`src/sv/ssue_pkg.sv`:
```
// Shared types and constants of the per-column count sketch with bottom-k id samples.
// Holds the transaction structs, the controller command and status bundles and the sizing.
// No dependencies; every other file of the block but ssue_ram imports it.
package ssue_pkg;

  localparam int MAX_COLUMNS = 4;
  localparam int MAX_ROWS    = 8;
  localparam int MAX_WIDTH   = 16;
  localparam int MAX_SAMPLE  = 256;

  localparam int COL_W   = $clog2(MAX_COLUMNS);
  localparam int ROW_W   = $clog2(MAX_ROWS);
  localparam int J_W     = $clog2(MAX_WIDTH);
  localparam int BKT_W   = COL_W + ROW_W + J_W;
  localparam int NBKT    = MAX_COLUMNS * MAX_ROWS * MAX_WIDTH;
  localparam int SLOT_W  = $clog2(MAX_SAMPLE);
  localparam int FILL_W  = $clog2(MAX_SAMPLE + 1);
  localparam int WCNT_W  = $clog2(MAX_WIDTH + 1);
  localparam int SAMP_AW = BKT_W + SLOT_W;
  localparam int DIV_W   = (FILL_W > WCNT_W) ? FILL_W : WCNT_W;

  localparam int WORD_W    = 32;
  localparam int EST_W     = 42;
  localparam int CFG_IDX_W = 3;
  localparam int CFG_DATA_W = 32;

  localparam logic [WORD_W-1:0] RANK_SEED = 32'hFFFF_FFFF;

  typedef enum logic [CFG_IDX_W-1:0] {
    CFG_SAMPLE_SIZE   = 3'd0,
    CFG_SKETCH_WIDTH  = 3'd1,
    CFG_SKETCH_HEIGHT = 3'd2,
    CFG_COLUMN_COUNT  = 3'd3,
    CFG_HASH_SEED     = 3'd4
  } cfg_reg_t;

  typedef struct packed {
    logic              action;
    logic              record_start;
    logic              record_end;
    logic [1:0]        column;
    logic [WORD_W-1:0] value_hash;
  } in_item_t;

  typedef struct packed {
    logic [EST_W-1:0]  estimate;
    logic              estimate_valid;
    logic [WORD_W-1:0] record_total;
    logic              status;
  } out_item_t;

  typedef struct packed {
    logic [WORD_W-1:0] total;
    logic [FILL_W-1:0] fill;
    logic [SLOT_W-1:0] max_slot;
    logic [WORD_W-1:0] max_hash;
  } bmeta_t;

  typedef enum logic [1:0] {
    H_ID   = 2'd0,
    H_RANK = 2'd1,
    H_ROW  = 2'd2,
    H_SAMP = 2'd3
  } hsel_t;

  typedef enum logic {
    D_ROW = 1'b0,
    D_EST = 1'b1
  } dsel_t;

  typedef struct packed {
    logic  clr_wr;
    logic  load_item;
    logic  rec_inc;
    logic  hash_go;
    hsel_t hsel;
    logic  id_load;
    logic  rank_load;
    logic  div_go;
    dsel_t dsel;
    logic  bkt_load;
    logic  row_clr;
    logic  row_inc;
    logic  meta_load;
    logic  tot_inc;
    logic  app;
    logic  repl;
    logic  meta_wr;
    logic  k_clr;
    logic  k_inc;
    logic  scan_cmp;
    logic  scan_commit;
    logic  q_clear;
    logic  qmax_upd;
    logic  copy_wr;
    logic  cc_from_fill;
    logic  first_clr;
    logic  i_clr;
    logic  i_inc;
    logic  kept_clr;
    logic  cand_lat;
    logic  keep_wr;
    logic  cc_from_kept;
    logic  mul;
    logic  out_load;
  } cmd_t;

  typedef struct packed {
    logic clr_last;
    logic bad_col;
    logic is_query;
    logic is_start;
    logic est_flag;
    logic hash_done;
    logic div_done;
    logic row_last;
    logic fill_lt_ss;
    logic fill_zero;
    logic rank_lt_max;
    logic first;
    logic k_last;
    logic cc_zero;
    logic i_last;
    logic match;
    logic out_free;
  } stat_t;

endpackage

```
`src/sv/ssue_ctrl.sv`:
```
// Controller: one-hot state machine sequencing clear, add, replace, rescan and query steps.
// Depends on ssue_pkg; issues commands to ssue_dp and reads its status.
module ssue_ctrl (
  input  logic            clk,
  input  logic            rst_n,
  input  logic            in_valid,
  output logic            in_ready,
  output ssue_pkg::cmd_t  cmd,
  input  ssue_pkg::stat_t stat
);
  import ssue_pkg::*;

  localparam int ST_W = 28;

  typedef enum logic [ST_W-1:0] {
    S_CLEAR = ST_W'(1) << 0,
    S_IDLE  = ST_W'(1) << 1,
    S_CHECK = ST_W'(1) << 2,
    S_IDH   = ST_W'(1) << 3,
    S_RKGO  = ST_W'(1) << 4,
    S_RANKH = ST_W'(1) << 5,
    S_ROWGO = ST_W'(1) << 6,
    S_ROWH  = ST_W'(1) << 7,
    S_DIV   = ST_W'(1) << 8,
    S_BRD   = ST_W'(1) << 9,
    S_BDAT  = ST_W'(1) << 10,
    S_BOP   = ST_W'(1) << 11,
    S_SRD   = ST_W'(1) << 12,
    S_SDAT  = ST_W'(1) << 13,
    S_SH    = ST_W'(1) << 14,
    S_SFIN  = ST_W'(1) << 15,
    S_BWR   = ST_W'(1) << 16,
    S_CRD   = ST_W'(1) << 17,
    S_CWR   = ST_W'(1) << 18,
    S_QCRD  = ST_W'(1) << 19,
    S_QCDAT = ST_W'(1) << 20,
    S_QSRD  = ST_W'(1) << 21,
    S_QSCMP = ST_W'(1) << 22,
    S_QKEEP = ST_W'(1) << 23,
    S_QNEXT = ST_W'(1) << 24,
    S_NEXT  = ST_W'(1) << 25,
    S_EDIV  = ST_W'(1) << 26,
    S_FIN   = ST_W'(1) << 27
  } state_t;

  state_t state_r, state_nxt;

  always_comb begin
    state_nxt = state_r;
    cmd       = '0;
    in_ready  = 1'b0;
    unique case (state_r)
      S_CLEAR: begin
        cmd.clr_wr = 1'b1;
        if (stat.clr_last) begin
          state_nxt = S_IDLE;
        end
      end
      S_IDLE: begin
        in_ready = 1'b1;
        if (in_valid) begin
          cmd.load_item = 1'b1;
          state_nxt     = S_CHECK;
        end
      end
      S_CHECK: begin
        if (stat.bad_col) begin
          state_nxt = S_FIN;
        end else if (stat.is_query) begin
          cmd.q_clear = stat.is_start;
          cmd.row_clr = 1'b1;
          state_nxt   = S_ROWGO;
        end else if (stat.is_start) begin
          cmd.rec_inc = 1'b1;
          cmd.hash_go = 1'b1;
          cmd.hsel    = H_ID;
          state_nxt   = S_IDH;
        end else begin
          state_nxt = S_RKGO;
        end
      end
      S_IDH: begin
        if (stat.hash_done) begin
          cmd.id_load = 1'b1;
          state_nxt   = S_RKGO;
        end
      end
      S_RKGO: begin
        cmd.hash_go = 1'b1;
        cmd.hsel    = H_RANK;
        state_nxt   = S_RANKH;
      end
      S_RANKH: begin
        if (stat.hash_done) begin
          cmd.rank_load = 1'b1;
          cmd.row_clr   = 1'b1;
          state_nxt     = S_ROWGO;
        end
      end
      S_ROWGO: begin
        cmd.hash_go = 1'b1;
        cmd.hsel    = H_ROW;
        state_nxt   = S_ROWH;
      end
      S_ROWH: begin
        if (stat.hash_done) begin
          cmd.div_go = 1'b1;
          cmd.dsel   = D_ROW;
          state_nxt  = S_DIV;
        end
      end
      S_DIV: begin
        if (stat.div_done) begin
          cmd.bkt_load = 1'b1;
          state_nxt    = S_BRD;
        end
      end
      S_BRD: begin
        state_nxt = S_BDAT;
      end
      S_BDAT: begin
        cmd.meta_load = 1'b1;
        state_nxt     = S_BOP;
      end
      S_BOP: begin
        if (!stat.is_query) begin
          cmd.tot_inc = 1'b1;
          if (stat.fill_lt_ss) begin
            cmd.app   = 1'b1;
            state_nxt = S_BWR;
          end else if (stat.rank_lt_max) begin
            cmd.repl  = 1'b1;
            state_nxt = S_SRD;
          end else begin
            state_nxt = S_BWR;
          end
        end else begin
          cmd.qmax_upd = 1'b1;
          if (stat.first) begin
            if (stat.fill_zero) begin
              cmd.cc_from_fill = 1'b1;
              cmd.first_clr    = 1'b1;
              state_nxt        = S_NEXT;
            end else begin
              cmd.k_clr = 1'b1;
              state_nxt = S_CRD;
            end
          end else if (stat.cc_zero) begin
            state_nxt = S_NEXT;
          end else begin
            cmd.i_clr    = 1'b1;
            cmd.kept_clr = 1'b1;
            state_nxt    = S_QCRD;
          end
        end
      end
      S_SRD: begin
        state_nxt = S_SDAT;
      end
      S_SDAT: begin
        cmd.hash_go = 1'b1;
        cmd.hsel    = H_SAMP;
        state_nxt   = S_SH;
      end
      S_SH: begin
        if (stat.hash_done) begin
          cmd.scan_cmp = 1'b1;
          if (stat.k_last) begin
            state_nxt = S_SFIN;
          end else begin
            cmd.k_inc = 1'b1;
            state_nxt = S_SRD;
          end
        end
      end
      S_SFIN: begin
        cmd.scan_commit = 1'b1;
        state_nxt       = S_BWR;
      end
      S_BWR: begin
        cmd.meta_wr = 1'b1;
        state_nxt   = S_NEXT;
      end
      S_CRD: begin
        state_nxt = S_CWR;
      end
      S_CWR: begin
        cmd.copy_wr = 1'b1;
        if (stat.k_last) begin
          cmd.cc_from_fill = 1'b1;
          cmd.first_clr    = 1'b1;
          state_nxt        = S_NEXT;
        end else begin
          cmd.k_inc = 1'b1;
          state_nxt = S_CRD;
        end
      end
      S_QCRD: begin
        state_nxt = S_QCDAT;
      end
      S_QCDAT: begin
        cmd.cand_lat = 1'b1;
        cmd.k_clr    = 1'b1;
        state_nxt    = stat.fill_zero ? S_QNEXT : S_QSRD;
      end
      S_QSRD: begin
        state_nxt = S_QSCMP;
      end
      S_QSCMP: begin
        if (stat.match) begin
          state_nxt = S_QKEEP;
        end else if (stat.k_last) begin
          state_nxt = S_QNEXT;
        end else begin
          cmd.k_inc = 1'b1;
          state_nxt = S_QSRD;
        end
      end
      S_QKEEP: begin
        cmd.keep_wr = 1'b1;
        state_nxt   = S_QNEXT;
      end
      S_QNEXT: begin
        if (stat.i_last) begin
          cmd.cc_from_kept = 1'b1;
          state_nxt        = S_NEXT;
        end else begin
          cmd.i_inc = 1'b1;
          state_nxt = S_QCRD;
        end
      end
      S_NEXT: begin
        if (!stat.row_last) begin
          cmd.row_inc = 1'b1;
          state_nxt   = S_ROWGO;
        end else if (stat.est_flag) begin
          cmd.div_go = 1'b1;
          cmd.dsel   = D_EST;
          state_nxt  = S_EDIV;
        end else begin
          state_nxt = S_FIN;
        end
      end
      S_EDIV: begin
        cmd.dsel = D_EST;
        if (stat.div_done) begin
          cmd.mul   = 1'b1;
          state_nxt = S_FIN;
        end
      end
      S_FIN: begin
        if (stat.out_free) begin
          cmd.out_load = 1'b1;
          state_nxt    = S_IDLE;
        end
      end
      default: begin
        state_nxt = S_IDLE;
      end
    endcase
  end

  always_ff @(posedge clk) begin
    if (!rst_n) begin
      state_r <= S_CLEAR;
    end else begin
      state_r <= state_nxt;
    end
  end

endmodule

```
`config.mk`:
```
export PLATFORM = sky130hd
export DESIGN_NAME = ssue_ctrl
export DESIGN_NICKNAME = d
export VERILOG_FILES = /design/src/sv/ssue_pkg.sv /design/src/sv/ssue_ctrl.sv
export SDC_FILE = /design/constraint.sdc
export NUM_CORES = 1
export LEC_CHECK = 0
export ABC_AREA = 0
export BUFFER_PORTS_ARGS = -buffer_cell sky130_fd_sc_hd__buf_2
export CAP_MARGIN = 20
export CORE_MARGIN = 2
export CORE_UTILIZATION = 48
export CTS_CLUSTER_SIZE = 14
export DETAILED_ROUTE_END_ITERATION = 16
export GPL_TIMING_DRIVEN = 0
export HOLD_SLACK_MARGIN = 0.05
export PLACE_DENSITY = 0.89
export SYNTH_ARGS = -nofsm -noshare
export SYNTH_HDL_FRONTEND = slang
export SYNTH_SLANG_ARGS = --single-unit
```
`constraint.sdc`:
```
create_clock -name clk -period 2.2 [get_ports clk]
set_clock_uncertainty 0.05 [all_clocks]
set_input_delay 0 -clock clk [delete_from_list [all_inputs] [get_ports clk]]
set_output_delay 0 -clock clk [all_outputs]
set_load 0.1 [all_outputs]
```
==> metrics.md, run 1 <==
| Metric | Value |
|---|---|
| Mapped Nets | `just under 300` |
| Placed Area | `2860 um^2` |
| Die width | `between 70 and 80 um` |
| Starting Density | `0.494` |
| Failed at | `global routing (5_1_grt)` |
| Synth cell types | `58` |
| PortBufs | `54` |
| Avg Synthesized Cell Area | `about 7.9 um^2` |
| Synth Register Bits | `28` |
| GRT worst endpoint | `cmd[7]` |
| EDFF count, synth | `0` |
| Sequential area share after synthesis | `0.264` |
| Cell count after synthesis | `around 270` |
| Yosys top cell area share | `0.264` |
| Status | `did not finish` |
| Most frequent cells after synthesis | `dfxtp_1 (28), nand2_1 (26), nor2_1 (19), nor3_1 (16), nor4_1 (15)` |
| Placed cells | `375` |
| Clock Sinks | `28` |
| Largest net degree at the start of global routing | `16` |
| Worst endpoint pin kind | `output port` |
| Cell taking the most area after synthesis | `dfxtp_1` |
| Mapped cell area | `between 2000 and 2500 um^2` |
| Async S/R FF share, synth | `0` |
| TritonCTS Buffers | `3` |
| Dominant synthesized flop cell | `dfxtp_1` |
| Synth area leaders | `dfxtp_1 (26%), nor4_4 (5.0%), nand2_1 (4.6%), nor4_1 (4.4%), nor3_1 (3.8%)` |
| Maximum clock insertion buffer count | `2` |
| Log Error | `[ERROR DPL-0038] Utilization greater than 100%, impossible to legalize` |
| Count leader, synth | `dfxtp_1` |
| H-tree level count | `1` |
| Gpl congestion | `0.934` |
| Clock root buffer | `clkbuf_8` |
| Chip Height | `around 70 um` |
| Syn. warnings | `0` |
| Pre-CTS setup slack | `-802 ps` |
| FP Rows | `24` |
| Io pins | `56` |
| Post-DP HPWL | `4950 um` |
## timing repair
item,in CTS
hold buffers,11
endpoints found under the hold margin,11
endpoints found under the setup margin,57
buffers inserted,58
resized for setup,182
pin swaps,45
## cells by family after synthesis
logic type | count (synthesis) | synth area share
AOI/OAI and AO/OA | 42 | 0.136
and+or+nand+nor | 163 | 0.508
muxes | 1 | 0.00472
xor gates and xnor gates | 7 | 0.0289
DFF | 28 | 0.264
buffers and inverters | 28 | 0.0578
## stage by stage
step	hold slack (ps)	setup TNS (ps)
after floorplan	43.8	-12550
after global placement	200	-17160
after CTS	61.0	-10790
after detailed placement	213	-18450
==> run 2: changes to the inputs <==
- CORE_UTILIZATION: 48 -> 36
- CTS_CLUSTER_SIZE: 14 -> default
- HOLD_SLACK_MARGIN: 0.05 -> default
- PLACE_DENSITY: 0.89 -> default
- PLACE_DENSITY_LB_ADDON: default -> 0.15
- clock period: 2.2 -> 2.9 ns (I/O delays scaled with it)
==> run 2 against run 1 <==
The flow now finishes without violations. Area after synthesis is the same. Synthesized cell count did not move.
==> metrics.md, run 2 <==
| Metric | Value |
|---|---|
| Status | `complete, no violations` |
| Reg clk slew, reported paths | `~100 ps` |
| Syn. warnings | `0` |
| CP arrival | `around 2800 ps` |
| First-pass GRT wire length | `~11000 um` |
| Sw Share | `0.318` |
| Antenna cell count | `0` |
| Share of post-route cells with drive strength above 1 | `0.405` |
| Psw | `between 200 and 300 uW` |
| Placed cells | `395` |
| Initial antenna violation count | `0` |
| Max cap viols | `0` |
| Final WL | `around 6700 um` |
| Final min period | `~2800 ps` |
| Async S/R FF share, synth | `0` |
| Clock root buffer | `clkbuf_8` |
| Slew @ Worst Pin | `roughly 900 ps` |
| RSZ-0062 raised after global routing | `yes` |
| Yosys top cell area share | `0.264` |
| Dominant synthesized flop cell | `dfxtp_1` |
| Hold Path Class | `in2reg` |
| Vias per cell | `around 5.6` |
| Final max-slew violation count | `0` |
| Residual DRC count | `0` |
| FF-to-FF Start | `state_r[22]$_SDFFE_PN0P_` |
| Worst min-delay path startpoint | `stat[4]` |
| Die width | `roughly 80 um` |
| TritonCTS Buffers | `3` |
| Static Leak | `about 0.0013 uW` |
| Pint | `600 uW` |
| CTS tree | `yes` |
| 1st-iter DRT viols | `187` |
| Gpl congestion | `0.903` |
| Register with the most flip-flops | `state_r` |
| Core area | `5610 um^2` |
| Worst EP required | `roughly 2900 ps` |
| Nets | `364` |
| Vias | `around 2300` |
| Clk network pwr share | `0.281` |
| Critical path class | `reg2out` |
| Clock Sinks | `28` |
| Count of final hold-check violations | `0` |
| Maximum clock insertion buffer count | `2` |
| Largest registers | `state_r (28)` |
| Starting Density | `0.378` |
| Max-slew headroom | `0.398` |
| Count leader, synth | `dfxtp_1` |
| Mapped Nets | `slightly below 300` |
| H-tree level count | `1` |
| Vias in the first global route | `between 2000 and 2500` |
| Avg Synthesized Cell Area | `about 7.9 um^2` |
| PortBufs | `54` |
| Total Power | `a little under 900 uW` |
| Fmax | `around 0.35 GHz` |
| Logic pwr share | `0.269` |
| Max FFs per register | `28` |
| DR pass1 iterations | `4` |
| Die ar. | `~6500 um^2` |
| Total GRT Usage | `0.210` |
| Clk_lat worst skew | `about 270 ps` |
| Largest net degree at the start of global routing | `16` |
| Io pins | `between 50 and 60` |
| Synth cell types | `58` |
| FP Rows | `27` |
| Cell taking the most area after synthesis | `dfxtp_1` |
| Cell count after synthesis | `approximately 270` |
| PD cells | `roughly 290 nW/um^2` |
| Seq pwr share | `0.450` |
| Area delta synth->final | `43.2%` |
| Most common cell after layout, fill and taps aside | `buf_2` |
| Synth Register Bits | `28` |
| Peak supply drop | `0.154 mV` |
| Most frequent cells in the layout | `buf_2 (39), buf_4 (22), nand2_1 (22)` |
| Grt total ovfl | `0` |
| EDFF count, synth | `0` |
| Chip Height | `slightly above 80 um` |
| Most frequent cells after synthesis | `dfxtp_1 (28), nand2_1 (26), nor2_1 (19), nor3_1 (16), nor4_1 (15)` |
| Crit path launch | `state_r[7]$_SDFFE_PN0P_` |
| Final Cycle Share | `0.977` |
| ANT nets after route | `0` |
| Post-DP HPWL | `about 5000 um` |
| Wire per inst | `16.2 um` |
| CP max FO | `6` |
| Crit end category | `primary output` |
| Sequential area share after synthesis | `0.264` |
| Final setup violation count | `0` |
| Synth area leaders | `dfxtp_1 (26%), nor4_4 (5.0%), nand2_1 (4.6%), nor4_1 (4.4%), nor3_1 (3.8%)` |
| Crit start category | `flop` |
| Mapped cell area | `2120 um^2` |
| Fin cells | `415` |
==> run 2: cell counts after synthesis <==
No cell type changed its count.
==> run 2: cell families after synthesis <==
kind of cell | after synthesis | share of synthesized area
AND/OR/NAND/NOR | 163 | 0.508
AO/OA/AOI/OAI | 42 | 0.136
flip-flops | 28 | 0.264
buffers and inverters | 28 | 0.0578
XOR/XNOR | 7 | 0.0289
multiplexers | 1 | 0.00472
==> run 2: repair_timing <==
item | 4_1_cts | 5_1_grt
endpoints found under the hold margin | 5 | 0
setup buffers | 8 | 9
resized for setup | 27 | 32
endpoints found under the setup margin | 21 | 32
pin swaps | 10 | 14
hold buffers | 4 | 0
==> run 2: worst paths after layout <==
check                        endpoint  slack [ps]  cells after the start
min          state_r[15]$_SDFFE_PN0P_           2                      2
max                           cmd[31]          70                      7
min reg2reg   state_r[8]$_SDFFE_PN0P_         480                      2
max reg2reg  state_r[27]$_SDFFE_PN0P_         150                      7
==> run 2: area by class of cell <==
cell class                 count  area [um^2]
buffer                         9         56.3
clock buffer                   4         55.1
fill                         564         2570
inverter                      14         56.3
multi-input combinational    213         1660
sequential                    28          576
tap                           72         90.1
timing repair buffer          75          539
==> run 2: metrics by stage <==
stage	cell area, um^2	hold WS (ps)	TNS (ps)	utilization	worst slack (ps)
finish	3040	1.70	0	0.541	66.8
global route	3040	2.31	-138	0.541	-49.9
CTS	2880	5.98	0	0.513	13.6
detailed placement	2630	209	-560	0.469	-198
global placement	2630	202	-631	0.469	-223
floorplan	2270	61.1	-1610	-	-708
==> run 2: layer usage <==
| metal | track usage | vias to the layer above | routed length [um] |
|---|---|---|---|
| met4 | 0.0695 | 0 | 106 |
| met5 | 0 | - | 0 |
| li1 | - | 1165 | - |
| met2 | 0.326 | 64 | 3230 |
| met3 | 0.0222 | 8 | 329 |
| met1 | 0.303 | 1104 | 3070 |
==> run 2: power groups by stage <==
stage / logic [uW] / registers (uW) / clock network [uW]
after floorplan: 152 / 404 / 0
after global placement: 202 / 406 / 0
after detailed placement: 203 / 406 / 0
after CTS: 225 / 398 / 258
after global routing: 254 / 397 / 272
final: 237 / 396 / 248
==> run 2: critical path: stages (launching register included) <==
cell and delay [ps]:
dfxtp_4 390, nor4_4 490, and4_1 300, nand2_2 70, or3_4 390, or4b_4 520, nand3b_1 160, buf_12 190
No activity file was read; power rests on OpenSTA's default activity.
==> run 3: changes to the inputs <==
- CELL_PAD_IN_SITES_DETAIL_PLACEMENT: default -> 0
- CELL_PAD_IN_SITES_GLOBAL_PLACEMENT: default -> 2
- CORE_ASPECT_RATIO: default -> 0.6
- CORE_UTILIZATION: 36 -> 30
==> run 3 against run 2 <==
Sequential cell count unchanged. Utilization down 8.7 points. Final cell count up 4.6%. Register-to-register slack better by 60 ps. Maximum frequency up 0.42%. Clock-buffer cell count down 1. Combinational power down 2%. Sequential share of layout area down 0.35 points. Critical path depth down 1. Global-route usage down 2.2 points. Clock power up 71%. Die area up 19%. Largest power group is now the clock network. Highest routed layer unchanged.
==> metrics.md, run 3 (synthesis results as in run 2) <==
| Metric | Value |
|---|---|
| Status | `complete, no violations` |
| Hold Path Class | `in2reg` |
| CP max FO | `8` |
| R2R Path End | `state_r[15]$_SDFFE_PN0P_` |
| Chip Height | `69.1 um` |
| FP Rows | `23` |
| Total Power | `approximately 1100 uW` |
| DR pass1 iterations | `4` |
| Crit end category | `primary output` |
| Residual DRC count | `0` |
| Die width | `around 110 um` |
| Share of post-route cells with drive strength above 1 | `0.409` |
| Hold path depth | `3` |
| Wire per inst | `16.8 um` |
| # fillers | `685` |
| Nets | `around 370` |
| Reg clk slew, reported paths | `around 80 ps` |
| H-tree level count | `1` |
| Clock Sinks | `28` |
| Worst EP required | `around 2900 ps` |
| Most common cell after layout, fill and taps aside | `buf_2` |
| Peak supply drop | `roughly 0.23 mV` |
| Initial antenna violation count | `0` |
| Clk_lat worst skew | `approximately 270 ps` |
| Reg2reg setup slack | `roughly 210 ps` |
| Final min period | `around 2800 ps` |
| Die ar. | `just under 8000 um^2` |
| Largest registers | `state_r (28)` |
| Final setup violation count | `0` |
| Vias in the first global route | `2115` |
| Final WL | `7310 um` |
| Critical path class | `reg2out` |
| Max-slew headroom | `0.451` |
| Maximum clock insertion buffer count | `2` |
| Slew @ Worst Pin | `around 820 ps` |
| Final max-slew violation count | `0` |
| Vias per cell | `roughly 5.4` |
| Setup TNS Final | `0 ps` |
| CTS tree | `yes` |
| Worst min-delay path startpoint | `stat[12]` |
| Core area | `a little under 7000 um^2` |
| Count of final hold-check violations | `0` |
| Clock root buffer | `clkbuf_16` |
| Post-DP HPWL | `between 5000 and 6000 um` |
| Total GRT Usage | `0.187` |
| CP arrival | `approximately 2800 ps` |
| Gpl congestion | `0.849` |
| 1st-iter DRT viols | `172` |
| First-pass GRT wire length | `approximately 12000 um` |
| Antenna cell count | `0` |
| Crit path launch | `state_r[12]$_SDFFE_PN0P_` |
| Fmax | `about 0.35 GHz` |
| Max FFs per register | `28` |
| Vias | `2339` |
| Register with the most flip-flops | `state_r` |
| Pre-CTS setup slack | `-206 ps` |
| Largest net degree at the start of global routing | `17` |
| PD cells | `between 300 and 400 nW/um^2` |
| Hold Slack | `approximately 14 ps` |
| Crit start category | `flop` |
| Io pins | `56` |
| Most frequent cells in the layout | `buf_2 (40), buf_4 (30), nand2_1 (23)` |
| ANT nets after route | `0` |
| Worst Reg-to-Reg Cells | `8` |
| Final setup margin | `78.7 ps` |
| Final Cycle Share | `0.973` |
| FF-to-FF Start | `state_r[3]$_SDFFE_PN0P_` |
| Max cap viols | `0` |
| Area delta synth->final | `44.9%` |
| Starting Density | `0.313` |
| TritonCTS Buffers | `3` |
| Static Leak | `between 0.001 and 0.0015 uW` |
| Grt total ovfl | `0` |
| Hold Crit Endpoint | `state_r[26]$_SDFFE_PN0P_` |
| PortBufs | `between 50 and 60` |
run 3: layer usage:
metal	vias to the layer above	share of wire	track usage	wire length [um]
met2	60	0.39	0.246	2870
met3	6	0.070	0.0431	512
met4	0	0.0063	0.0271	46
met1	1100	0.53	0.305	3890
li1	1173	-	-	-
met5	-	0	0	0
run 3: per-stage QoR:
stage | utilization | std cells | cell area [um^2]
final | 0.454 | 434 | 3070
after global routing | 0.454 | 434 | 3070
after CTS | 0.431 | 423 | 2920
after detailed placement | 0.392 | 411 | 2650
after global placement | 0.391 | 410 | 2650
after floorplan | - | 269 | 2270
run 3: timing repair:
action | CTS | global route
hold buffers | 2 | 0
resized for setup | 24 | 24
pin swaps | 6 | 10
setup endpoints to repair | 33 | 37
setup buffers | 7 | 13
hold endpoints to repair | 2 | 0
run 3: layout make-up:
class,count,area [um^2],area share
buffer,11,65.1,0.0212
clock inverter,1,30.0,0.00978
timing repair buffer,77,517,0.168
sequential,28,572,0.186
clock buffer,3,75.1,0.0244
tap,87,109,0.0354
inverter,14,56.3,0.0183
multi-input combinational,213,1650,0.536
run 3: report_power, final:
group | internal (uW) | leakage (uW) | switching (uW) | total, uW
registers | 388 | 0.000230 | 8.58 | 397
logic | 84.3 | 0.00105 | 148 | 232
clock network | 276 | 0.0000511 | 150 | 425
run 3: how the worst max path moves through the flow:
| stage | slack (ps) | cells past startpoint | end |
|---|---|---|---|
| 2_1_floorplan | -710 | 7 | cmd[15] |
| 3_3_place_gp | -250 | 7 | cmd[16] |
| 3_5_place_dp | -210 | 8 | cmd[16] |
| 4_1_cts | -9 | 7 | cmd[29] |
| 5_1_grt | -10 | 7 | cmd[15] |
| 6_report | 80 | 6 | cmd[15] |
run 3: worst max-delay path: stages (launching register included):
cell	delay, ps
dfxtp_4	380
nor4_4	550
nand2_2	140
or4_4	530
or4b_4	500
a21oi_2	180
buf_8	210
==> run 4: changes to the inputs <==
- ABC_AREA: 0 -> 1
- CORE_UTILIZATION: 30 -> 27
==> run 4 against run 3 <==
The flow now finishes with violations (hold timing). Via count decreased by 0.21%. Routed wire length is 1.2% higher. Non-clock buffer count fell by 23. Sequential power shrank 2%. Total power fell by 14%. Critical path type unchanged. Critical endpoint is now cmd[9]. Largest power group is now registers. Highest routed layer unchanged.
==> metrics.md, run 4 <==
| Metric | Value |
|---|---|
| Status | `finished with violations` |
| Failing checks | `hold timing` |
| Logic pwr share | `0.180` |
| Cell taking the most area after synthesis | `dfxtp_1` |
| Async S/R FF share, synth | `0` |
| RSZ-0062 raised after global routing | `no` |
| Seq pwr share | `0.430` |
| Reg2reg setup slack | `~740 ps` |
| Final WL | `around 7400 um` |
| Final Cycle Share | `0.882` |
| DR pass1 iterations | `4` |
| Most frequent cells in the layout | `nand2_1 (81), nor2_1 (75), buf_2 (55)` |
| Peak supply drop | `around 0.15 mV` |
| Nets | `450` |
| FF-to-FF Start | `state_r[24]$_SDFFE_PN0P_` |
| PortBufs | `55` |
| Clk network pwr share | `0.390` |
| Vias | `around 2300` |
| Vias in the first global route | `roughly 2200` |
| Mapped Nets | `approximately 390` |
| Initial antenna violation count | `0` |
| Cell count after synthesis | `366` |
| 1st-iter DRT viols | `between 150 and 200` |
| Hold Crit Endpoint | `state_r[27]$_SDFFE_PN0P_` |
| Syn. warnings | `0` |
| EDFF count, synth | `0` |
| Final setup violation count | `0` |
| FP Rows | `25` |
| Gpl congestion | `between 0.8 and 0.9` |
| Critical path class | `reg2out` |
| Compound-Gate Fraction of Synth Area | `0.0632` |
| Placed cells | `about 530` |
| Post_cts resized | `0` |
| Starting Density | `0.279` |
| CP max FO | `10` |
| Residual DRC count | `0` |
| Synth cell types | `36` |
| Post-Synth Adder-Cell Area | `0` |
| Register with the most flip-flops | `state_r` |
| Clock root buffer | `clkbuf_16` |
| Total GRT Usage | `0.177` |
| Most common cell after layout, fill and taps aside | `nand2_1` |
| PD cells | `about 330 nW/um^2` |
| Static Leak | `roughly 0.0014 uW` |
| Sequential area share after synthesis | `0.255` |
| Dominant synthesized flop cell | `dfxtp_1` |
| Mux contribution to synthesized area | `0` |
| Yosys top cell area share | `0.255` |
| Share of post-route cells with drive strength above 1 | `0.310` |
| Largest family of logic cells by synthesized area | `simple AND/OR/NAND/NOR gates` |
| Fin cells | `approximately 540` |
| Count leader, synth | `nand2_1` |
| Vias per cell | `between 4 and 5` |
| Grt total ovfl | `0` |
| Max FFs per register | `28` |
| Largest registers | `state_r (28)` |
| Synth area leaders | `dfxtp_1 (26%), nand2_1 (14%), nor2_1 (13%), inv_1 (8.7%), nand2_2 (4.8%)` |
| Hold Path Class | `in2reg` |
| Area delta synth->final | `26.4%` |
| Pint | `641 uW` |
| Crit start category | `flop` |
| Count of final hold-check violations | `1` |
| Final setup margin | `around 340 ps` |
| Post-Synth XOR/XNOR Area | `0` |
| Hold path depth | `4` |
| Clk_lat worst skew | `270 ps` |
| Most frequent cells after synthesis | `nand2_1 (81), nor2_1 (78), inv_1 (51), dfxtp_1 (28)` |
| Worst EP required | `~2900 ps` |
| Simple-Gate Fraction of Synth Area | `0.560` |
| Core area | `just under 8000 um^2` |
| Largest net degree at the start of global routing | `16` |
| Post-CTS Setup Bufs | `0` |
| Reg clk slew, reported paths | `roughly 70 ps` |
| H-tree level count | `1` |
| Slew @ Worst Pin | `slightly above 700 ps` |
| Crit end category | `primary output` |
| Die width | `120 um` |
| Io pins | `56` |
| Hold-fix buffers at CTS | `4` |
| First-pass GRT wire length | `11800 um` |
| # fillers | `897` |
| CTS tree | `yes` |
| Maximum clock insertion buffer count | `2` |
| Clock Sinks | `28` |
| Die ar. | `between 8000 and 9000 um^2` |
| Hold Slack | `-1.12 ps` |
| Max cap viols | `0` |
| CP arrival | `~2500 ps` |
| Worst min-delay path startpoint | `stat[0]` |
| Post-DP HPWL | `about 6200 um` |
| Wire per inst | `between 10 and 15 um` |
| R2R Path End | `state_r[12]$_SDFFE_PN0P_` |
| Fmax | `around 0.39 GHz` |
| Final min period | `2560 ps` |
| TritonCTS Buffers | `3` |
| Worst Reg-to-Reg Cells | `11` |
| ANT nets after route | `0` |
| Final max-slew violation count | `0` |
| Max-slew headroom | `0.521` |
| Antenna cell count | `0` |
| Psw | `about 270 uW` |
| Avg Synthesized Cell Area | `between 5 and 6 um^2` |
| Synth Register Bits | `28` |
| Sw Share | `0.295` |
| Pre-CTS setup slack | `between 600 and 700 ps` |
| Mapped cell area | `2200 um^2` |
| Chip Height | `between 70 and 80 um` |
-- run 4: cell count changes after synthesis, moves of 9 or more --
cell	delta
inv_1	+37
nand2_1	+55
nand2_2	+17
nor2_1	+59
nor2_2	+14
nor4_1	-13
or4_1	-9
-- run 4: logic make-up (layout without fill, tap and decap cells) --
| family | Yosys count | in the layout |
|---|---|---|
| AO/OA/AOI/OAI | 24 | 24 |
| buffers and inverters | 65 | 128 |
| flip-flops | 28 | 28 |
| AND/OR/NAND/NOR | 249 | 249 |
-- run 4: layout make-up --
class / instances / area [um^2] / area share
plain buffers: 6 / 41.3 / 0.0149
clock buffers: 4 / 88.8 / 0.0320
inverters: 59 / 225 / 0.0811
multi-input cells: 273 / 1410 / 0.508
flip-flops and latches: 28 / 561 / 0.202
well taps: 108 / 135 / 0.0487
repair buffers: 59 / 315 / 0.114
-- run 4: metal layers --
| layer | share of wire | track usage | vias to the layer above |
|---|---|---|---|
| met5 | 0 | 0 | - |
| met4 | 0.0054 | 0.0271 | 0 |
| met3 | 0.064 | 0.0396 | 2 |
| met2 | 0.37 | 0.235 | 49 |
| met1 | 0.56 | 0.284 | 1028 |
| li1 | - | - | 1255 |
-- run 4: worst max path at each step --
stage                                        start  endpoint  slack (ps)
after floorplan           state_r[20]$_SDFFE_PN0P_   cmd[15]        -870
after global placement    state_r[10]$_SDFFE_PN0P_    cmd[9]         540
after detailed placement  state_r[10]$_SDFFE_PN0P_    cmd[9]         620
after CTS                 state_r[10]$_SDFFE_PN0P_    cmd[9]         310
after global routing      state_r[14]$_SDFFE_PN0P_    cmd[9]         160
final                     state_r[10]$_SDFFE_PN0P_    cmd[9]         340
-- run 4: critical path: stages, from the launching register on --
cell and delay [ps]:
dfxtp_1 320, nor2_1 200, nand2_2 130, nor2_4 180, nand2_4 150, buf_4 230, nor3_1 340, a31o_2 180
buf_4 90, buf_2 410
-- run 4: per-stage QoR --
stage                     total power, uW  TNS (ps)  area (um^2)  hold slack, ps  utilization
final                                 909         0         2780           -1.12        0.352
after global routing                  955         0         2780            33.7        0.352
after detailed placement              560         0         2650             202        0.336
after global placement                561         0         2650             201        0.336
after floorplan                       508      -969         2240            19.2            -
after CTS                             927         0         2780            3.02        0.352
-- run 4: power by group through the flow --
stage                     sequential (uW)  combinational, uW  clock [uW]
final                                 391                164         354
after global routing                  392                179         384
after CTS                             391                165         371
after detailed placement              400                159           0
after global placement                400                161           0
after floorplan                       400                109           0
